[config.mk]
export PLATFORM = sky130hd
export DESIGN_NAME = nmea_field_extractor
export DESIGN_NICKNAME = d
export VERILOG_FILES = /design/src/sv/nfe_pkg.sv /design/src/sv/nmea_field_extractor.sv
export SDC_FILE = /design/constraint.sdc
export NUM_CORES = 1
export LEC_CHECK = 0
export ABC_AREA = 1
export BUFFER_PORTS_ARGS = -buffer_cell sky130_fd_sc_hd__buf_2
export CAP_MARGIN = 20
export CORE_MARGIN = 2
export CORE_UTILIZATION = 53
export CTS_BUF_LIST = sky130_fd_sc_hd__clkbuf_8
export DETAILED_ROUTE_END_ITERATION = 10
export GPL_ROUTABILITY_DRIVEN = 0
export HOLD_SLACK_MARGIN = 0.05
export PLACE_DENSITY_LB_ADDON = 0.08
export SYNTH_ARGS = -nofsm -noshare
export SYNTH_HDL_FRONTEND = slang
export SYNTH_SLANG_ARGS = --single-unit
[constraint.sdc]
create_clock -name clock -period 5.3 [get_ports clock]
set_input_delay 0.795 -clock clock [delete_from_list [all_inputs] [get_ports clock]]
set_output_delay 0.795 -clock clock [all_outputs]
set_load 0.02 [all_outputs]
[src/sv/nfe_pkg.sv]
package nfe_pkg;

   localparam logic [3:0] HeaderLength = 4'd5;
   localparam logic [2:0] HeaderLast = 3'(HeaderLength - 4'd1);

   localparam logic [7:0] CharStart = 8'h24;
   localparam logic [7:0] CharComma = 8'h2C;
   localparam logic [7:0] CharCr = 8'h0D;
   localparam logic [7:0] CharLf = 8'h0A;

   localparam int CsrAddrWidth = 5;
   localparam int CsrDataWidth = 64;

   typedef enum logic [1:0] {
      REG_HEADER_TEXT = 2'd0,
      REG_REPEAT_INDEX = 2'd1,
      REG_FIELD_INDEX = 2'd2,
      REG_NONE = 2'd3
   } reg_index_type;

   localparam logic [39:0] HeaderTextReset = 40'd310581052737;
   localparam logic [7:0] RepeatIndexReset = 8'd0;
   localparam logic [4:0] FieldIndexReset = 5'd2;

endpackage

[src/sv/nmea_field_extractor.sv]
// Latency: a result word appears in the cycle after its input word is accepted.
// Throughput: one input word per cycle unless the result word is stalled; the whole
// per-byte state update sits between the parser state registers and the result register.
// Reset (synchronous, active high) clears the parser state and the result
// valid flag and loads the default header, repeat index and field index.
module nmea_field_extractor
   import nfe_pkg::*;
(
   input  logic                    clock,
   input  logic                    reset,
   input  logic                    req_valid,
   output logic                    req_stall,
   input  logic [7:0]              req_in_byte,
   input  logic                    req_end_of_text,
   output logic                    rsp_valid,
   input  logic                    rsp_stall,
   output logic [7:0]              rsp_out_char,
   output logic                    rsp_char_valid,
   output logic                    rsp_finished,
   output logic                    rsp_found,
   input  logic                    csr_psel,
   input  logic                    csr_penable,
   input  logic                    csr_pwrite,
   input  logic [CsrAddrWidth-1:0] csr_paddr,
   input  logic [CsrDataWidth-1:0] csr_pwdata,
   output logic [CsrDataWidth-1:0] csr_prdata,
   output logic                    csr_pready
);

   logic [39:0] header_text_ff;
   logic [7:0]  repeat_index_ff;
   logic [4:0]  field_index_ff;

   logic       in_header_ff, in_header_in;
   logic       after_start_ff, after_start_in;
   logic [2:0] header_pos_ff, header_pos_in;
   logic       match_ff, match_in;
   logic [7:0] occurrence_count_ff, occurrence_count_in;
   logic       in_data_ff, in_data_in;
   logic [5:0] comma_count_ff, comma_count_in;
   logic       line_cut_ff, line_cut_in;
   logic       any_emitted_ff, any_emitted_in;
   logic       search_done_ff, search_done_in;

   logic       rsp_valid_ff, rsp_valid_in;
   logic [7:0] out_char_ff, out_char_in;
   logic       char_valid_ff, char_valid_in;
   logic       finished_ff, finished_in;
   logic       found_ff, found_in;

   logic          accept;
   logic          csr_write;
   reg_index_type csr_index;
   logic [63:0]   header_ext;
   logic [7:0]    header_byte;
   logic          skip_rest;

   assign csr_pready = 1'b1;
   assign csr_write = csr_psel && csr_penable && csr_pwrite && csr_pready;
   assign csr_index = reg_index_type'(csr_paddr[4:3]);

   always_comb begin
      case (csr_index)
         REG_HEADER_TEXT: csr_prdata = {24'd0, header_text_ff};
         REG_REPEAT_INDEX: csr_prdata = {56'd0, repeat_index_ff};
         REG_FIELD_INDEX: csr_prdata = {59'd0, field_index_ff};
         default: csr_prdata = '0;
      endcase
   end

   // The result register only holds back new input while its word is stalled.
   assign req_stall = rsp_valid_ff && rsp_stall;
   assign accept = req_valid && !req_stall;

   assign header_ext = {24'd0, header_text_ff};

   always_comb begin
      in_header_in = in_header_ff;
      after_start_in = after_start_ff;
      header_pos_in = header_pos_ff;
      match_in = match_ff;
      occurrence_count_in = occurrence_count_ff;
      in_data_in = in_data_ff;
      comma_count_in = comma_count_ff;
      line_cut_in = line_cut_ff;
      any_emitted_in = any_emitted_ff;
      search_done_in = search_done_ff;
      out_char_in = 8'd0;
      char_valid_in = 1'b0;
      finished_in = 1'b0;
      found_in = 1'b0;
      skip_rest = 1'b0;
      header_byte = header_ext[{header_pos_ff, 3'b000} +: 8];

      if (!search_done_ff) begin
         if (after_start_ff) begin
            after_start_in = 1'b0;
         end else if (req_in_byte == CharStart) begin
            in_header_in = 1'b1;
            after_start_in = 1'b1;
            header_pos_in = 3'd0;
            match_in = 1'b1;
            in_data_in = 1'b0;
            skip_rest = 1'b1;
         end

         if (!skip_rest) begin
            if (in_header_in) begin
               if (req_in_byte == CharComma || {1'b0, header_pos_in} >= HeaderLength) begin
                  in_header_in = 1'b0;
               end else begin
                  if (req_in_byte != header_byte) begin
                     match_in = 1'b0;
                  end
                  if (header_pos_in == HeaderLast) begin
                     in_header_in = 1'b0;
                     if (match_in) begin
                        if (occurrence_count_in == repeat_index_ff) begin
                           in_data_in = 1'b1;
                        end
                        if (occurrence_count_in != 8'd255) begin
                           occurrence_count_in = occurrence_count_in + 8'd1;
                        end
                     end
                  end
                  header_pos_in = header_pos_in + 3'd1;
               end
            end

            if (in_data_in) begin
               if (comma_count_in == {1'b0, field_index_ff} && req_in_byte != CharComma) begin
                  if (req_in_byte == CharCr || req_in_byte == CharLf) begin
                     line_cut_in = 1'b1;
                  end
                  if (!line_cut_in) begin
                     out_char_in = req_in_byte;
                     char_valid_in = 1'b1;
                     any_emitted_in = 1'b1;
                  end
               end
               if (req_in_byte == CharComma && comma_count_in != 6'd63) begin
                  comma_count_in = comma_count_in + 6'd1;
               end
               if (comma_count_in > {1'b0, field_index_ff}) begin
                  finished_in = 1'b1;
                  found_in = any_emitted_in;
                  search_done_in = 1'b1;
               end
            end
         end

         if (req_end_of_text && !finished_in) begin
            finished_in = 1'b1;
            found_in = any_emitted_in;
         end
      end

      if (req_end_of_text) begin
         in_header_in = 1'b0;
         after_start_in = 1'b0;
         header_pos_in = 3'd0;
         match_in = 1'b1;
         occurrence_count_in = 8'd0;
         in_data_in = 1'b0;
         comma_count_in = 6'd0;
         line_cut_in = 1'b0;
         any_emitted_in = 1'b0;
         search_done_in = 1'b0;
      end
   end

   assign rsp_valid_in = accept || (rsp_valid_ff && rsp_stall);

   always_ff @(posedge clock) begin
      if (reset) begin
         header_text_ff <= HeaderTextReset;
         repeat_index_ff <= RepeatIndexReset;
         field_index_ff <= FieldIndexReset;
      end else if (csr_write) begin
         case (csr_index)
            REG_HEADER_TEXT: header_text_ff <= csr_pwdata[39:0];
            REG_REPEAT_INDEX: repeat_index_ff <= csr_pwdata[7:0];
            REG_FIELD_INDEX: field_index_ff <= csr_pwdata[4:0];
            default: ;
         endcase
      end
   end

   always_ff @(posedge clock) begin
      if (reset) begin
         in_header_ff <= 1'b0;
         after_start_ff <= 1'b0;
         header_pos_ff <= 3'd0;
         match_ff <= 1'b1;
         occurrence_count_ff <= 8'd0;
         in_data_ff <= 1'b0;
         comma_count_ff <= 6'd0;
         line_cut_ff <= 1'b0;
         any_emitted_ff <= 1'b0;
         search_done_ff <= 1'b0;
         rsp_valid_ff <= 1'b0;
      end else begin
         rsp_valid_ff <= rsp_valid_in;
         if (accept) begin
            in_header_ff <= in_header_in;
            after_start_ff <= after_start_in;
            header_pos_ff <= header_pos_in;
            match_ff <= match_in;
            occurrence_count_ff <= occurrence_count_in;
            in_data_ff <= in_data_in;
            comma_count_ff <= comma_count_in;
            line_cut_ff <= line_cut_in;
            any_emitted_ff <= any_emitted_in;
            search_done_ff <= search_done_in;
         end
      end
   end

   always_ff @(posedge clock) begin
      if (accept) begin
         out_char_ff <= out_char_in;
         char_valid_ff <= char_valid_in;
         finished_ff <= finished_in;
         found_ff <= found_in;
      end
   end

   assign rsp_valid = rsp_valid_ff;
   assign rsp_out_char = out_char_ff;
   assign rsp_char_valid = char_valid_ff;
   assign rsp_finished = finished_ff;
   assign rsp_found = found_ff;

endmodule

==> results.toml <==
[placed_design]
dp_cells = 951
place_hpwl_um = 9720
portBuffers = 110

[critical_path]
crit_top_cell = "buf_2"
worstSetupPathType = "in -> out"
cp-start-kind = "primary input"
critPathMaxFanout = 34
slowest_stage = "clkinv_1"
crit_chain = "buf_2, nor2_2, clkinv_1, o21ai_0, buf_2"
timing.rr.start = "rsp_valid"
r2r_cells = 11
cp-startpoint = "csr_paddr[4]"
cp.arrival_ns = 2.76
crit_buf_inv = 3
cp_top_family = "buffers and inverters"
max_stage_delay_ns = 0.81
r2r_setup_slack_ns = 2.19
crit_path_end_kind = "output pin"
worst_ep_required_time_ns = 4.51
r2r_end = "occurrence_count_ff[0]"

[clocking]
cts_tree = "done"
cts.clk_slew.worst_paths_ns = 0.08
h-tree-depth = 3
clkLatencyLatePin_ns = 0.36
cts_root_buf = "clkbuf_8"
cts_setup_buffers = 0
cts_buffers = 9
cts.sinks = 89
cts_buffer_depth = 2
cts_resized = 0
hold_buffers = 0

[timing]
rsz0062_at_grt = "no"
slew_headroom_pct = 31.4
min_period_over_period_pct = 67.0
period_minus_slack_ns = 3.55
finalHoldViolCount = 0
fmax_mhz = 281
finClkSkew_ns = 0.0153
drv_slew = 0
setup_viol = 0
worstMarginPinSlew_ns = 1.03
timing.hold.ws_ns = 0.474
fin_setup_tns_ns = 0

[final_layout]
final_cell_mix = "nand2_1, buf_2, nor2_1, inv_1, dfxtp_1"
diodes = 0
fillers = 908
layout_commonest_cell = "nand2_1"
nets = 926
final_cells = 967
area_delta_synth_final_pct = 13.5
drive_above_1_share_pct = 18.4

[grt]
grt_max_degree = 64
grt_pass1_wl_um = 21000
grt_pass1_vias = 4429
grt_usage_pct = 25.3
overflow = 0
antenna_found_initial = 0

[synthesis]
synth_area_sq_um = 5100
synthArstFlopShare_pct = 0
synth_ff_type = "dfxtp_1"
ys_ff_latch = 89
synth_area_leader_cell = "dfxtp_1"
syn_inst = 739
synth-edff-count = 11
ys_top_cells_by_area = "dfxtp_1, nand2_1, nor2_1"
netlist.area_leader.share_pct = 30.6
yosys_warnings = 0
synth_cell_types = 43
syn_area_per_cell_sq_um = 6.90
yosysSeqAreaShare_pct = 37.1

[floorplanning]
die_height_um = 102
rows = 35
io_pins = 163
die_w_um = 102
die_area_sq_um = 10400
core_sq_um = 9280
start_util_pct = 54.9

[route]
drt-pass1-iter-count = 5
ant_nets = 0
vias = 5004
wirelength_um = 13000
drtIter0Drc = 227
wl_per_cell_um = 13.5
via_per_inst = 5.17
drc_errors = 0

[pwr]
p_total_mw = 1.41
power_density_nw_per_um2 = 243
p_leak_nw = 2.77
ir_drop_uv = 99.8

[min_path]
holdPathStages = 2
hold_path.class = "reg -> reg"
holdCritStartpoint = "in_data_ff"
hold_path_end = "in_data_ff"

[job]
maxCapViolations = 0

[outcome]
status = "finished, final reports clean"
==> routing by layer <==
| metal | track usage [%] | vias to the layer above | share of wire [%] |
|---|---|---|---|
| met5 | 0 | - | 0 |
| met4 | 8.00 | 0 | 1.5 |
| met3 | 3.42 | 18 | 5.3 |
| met2 | 41.4 | 170 | 47 |
| met1 | 34.7 | 2281 | 46 |
| li1 | - | 2535 | - |
==> per-stage QoR <==
stage | utilization, % | cell area, sq um | setup slack (ns)
4_1_cts | 62.4 | 5790 | 1.70
2_1_floorplan | - | 5190 | 2.23
3_5_place_dp | 60.1 | 5580 | 1.50
3_3_place_gp | 60.1 | 5580 | 1.61
6_report | 62.4 | 5790 | 1.75
5_1_grt | 62.4 | 5790 | 1.49
==> registers in the layout (all words and copies together) (netlist names), 3 cells and up <==
register             flops
comma_count_ff           6
occurrence_count_ff      8
rsp_out_char             8
header_text_ff          40
field_index_ff           5
repeat_index_ff          8
header_pos_ff            3
==> cells in the mapped netlist, types with 2 or more instances <==
library cell / number
nand3_1: 51
nor4_1: 3
clkinv_1: 2
a21oi_1: 58
o21ai_0: 50
buf_4: 25
xnor2_1: 6
o21ai_1: 3
a22o_1: 2
clkbuf_1: 18
dfxtp_1: 78
nand4_1: 13
nand3_2: 5
edfxtp_1: 11
inv_1: 84
nor2_4: 2
nand2_1: 143
xor2_1: 13
o211ai_1: 16
nor2_2: 4
nor3_1: 6
ha_1: 8
buf_2: 2
or2_2: 3
nand2_2: 2
inv_2: 4
buf_6: 4
nor2_1: 107
conb_1: 2
==> report_power, final <==
part,internal (mW),total (mW),leakage [nW],switching [mW]
Clock,0.261,0.503,0.108,0.241
Sequential,0.700,0.714,0.742,0.0142
Combinational,0.0605,0.193,1.92,0.132
Total,1.02,1.41,2.77,0.388
==> cells by family after synthesis <==
group	count (synthesis)	share of synthesized area (%)
and+or+nand+nor	344	29.7
xor gates and xnor gates	19	3.26
AOI/OAI and AO/OA	135	14.6
other	2	0.147
buffers and inverters	142	13.3
DFF	89	37.1
adders and majority gates	8	1.96
==> how the worst max path moves through the flow <==
stage	to	slack, ns	depth (start not counted)
2_1_floorplan	rsp_found	2.23	18
3_3_place_gp	rsp_found	1.61	19
3_5_place_dp	rsp_found	1.50	19
4_1_cts	csr_prdata[5]	1.70	5
5_1_grt	csr_prdata[5]	1.49	5
6_report	csr_prdata[5]	1.75	5
==> tightest hold or removal path: cells and delay by family (launching register included) <==
kind,cells,cell delay (ns)
compound gates,1,0.06
flops,1,0.32
simple gates,1,0.06
==> final cells by class <==
cell class                      instances  area [sq um]  share of cell area, %
Clock buffer                            9           124                   2.14
Clock inverter                          7          87.6                   1.51
Inverter                               91           347                   5.99
Multi-Input combinational cell        531          2620                   45.3
Sequential cell                        89          1890                   32.7
Tap cell                              129           161                   2.79
Timing Repair Buffer                  111           558                   9.64
(Power assumes the default switching activity.)
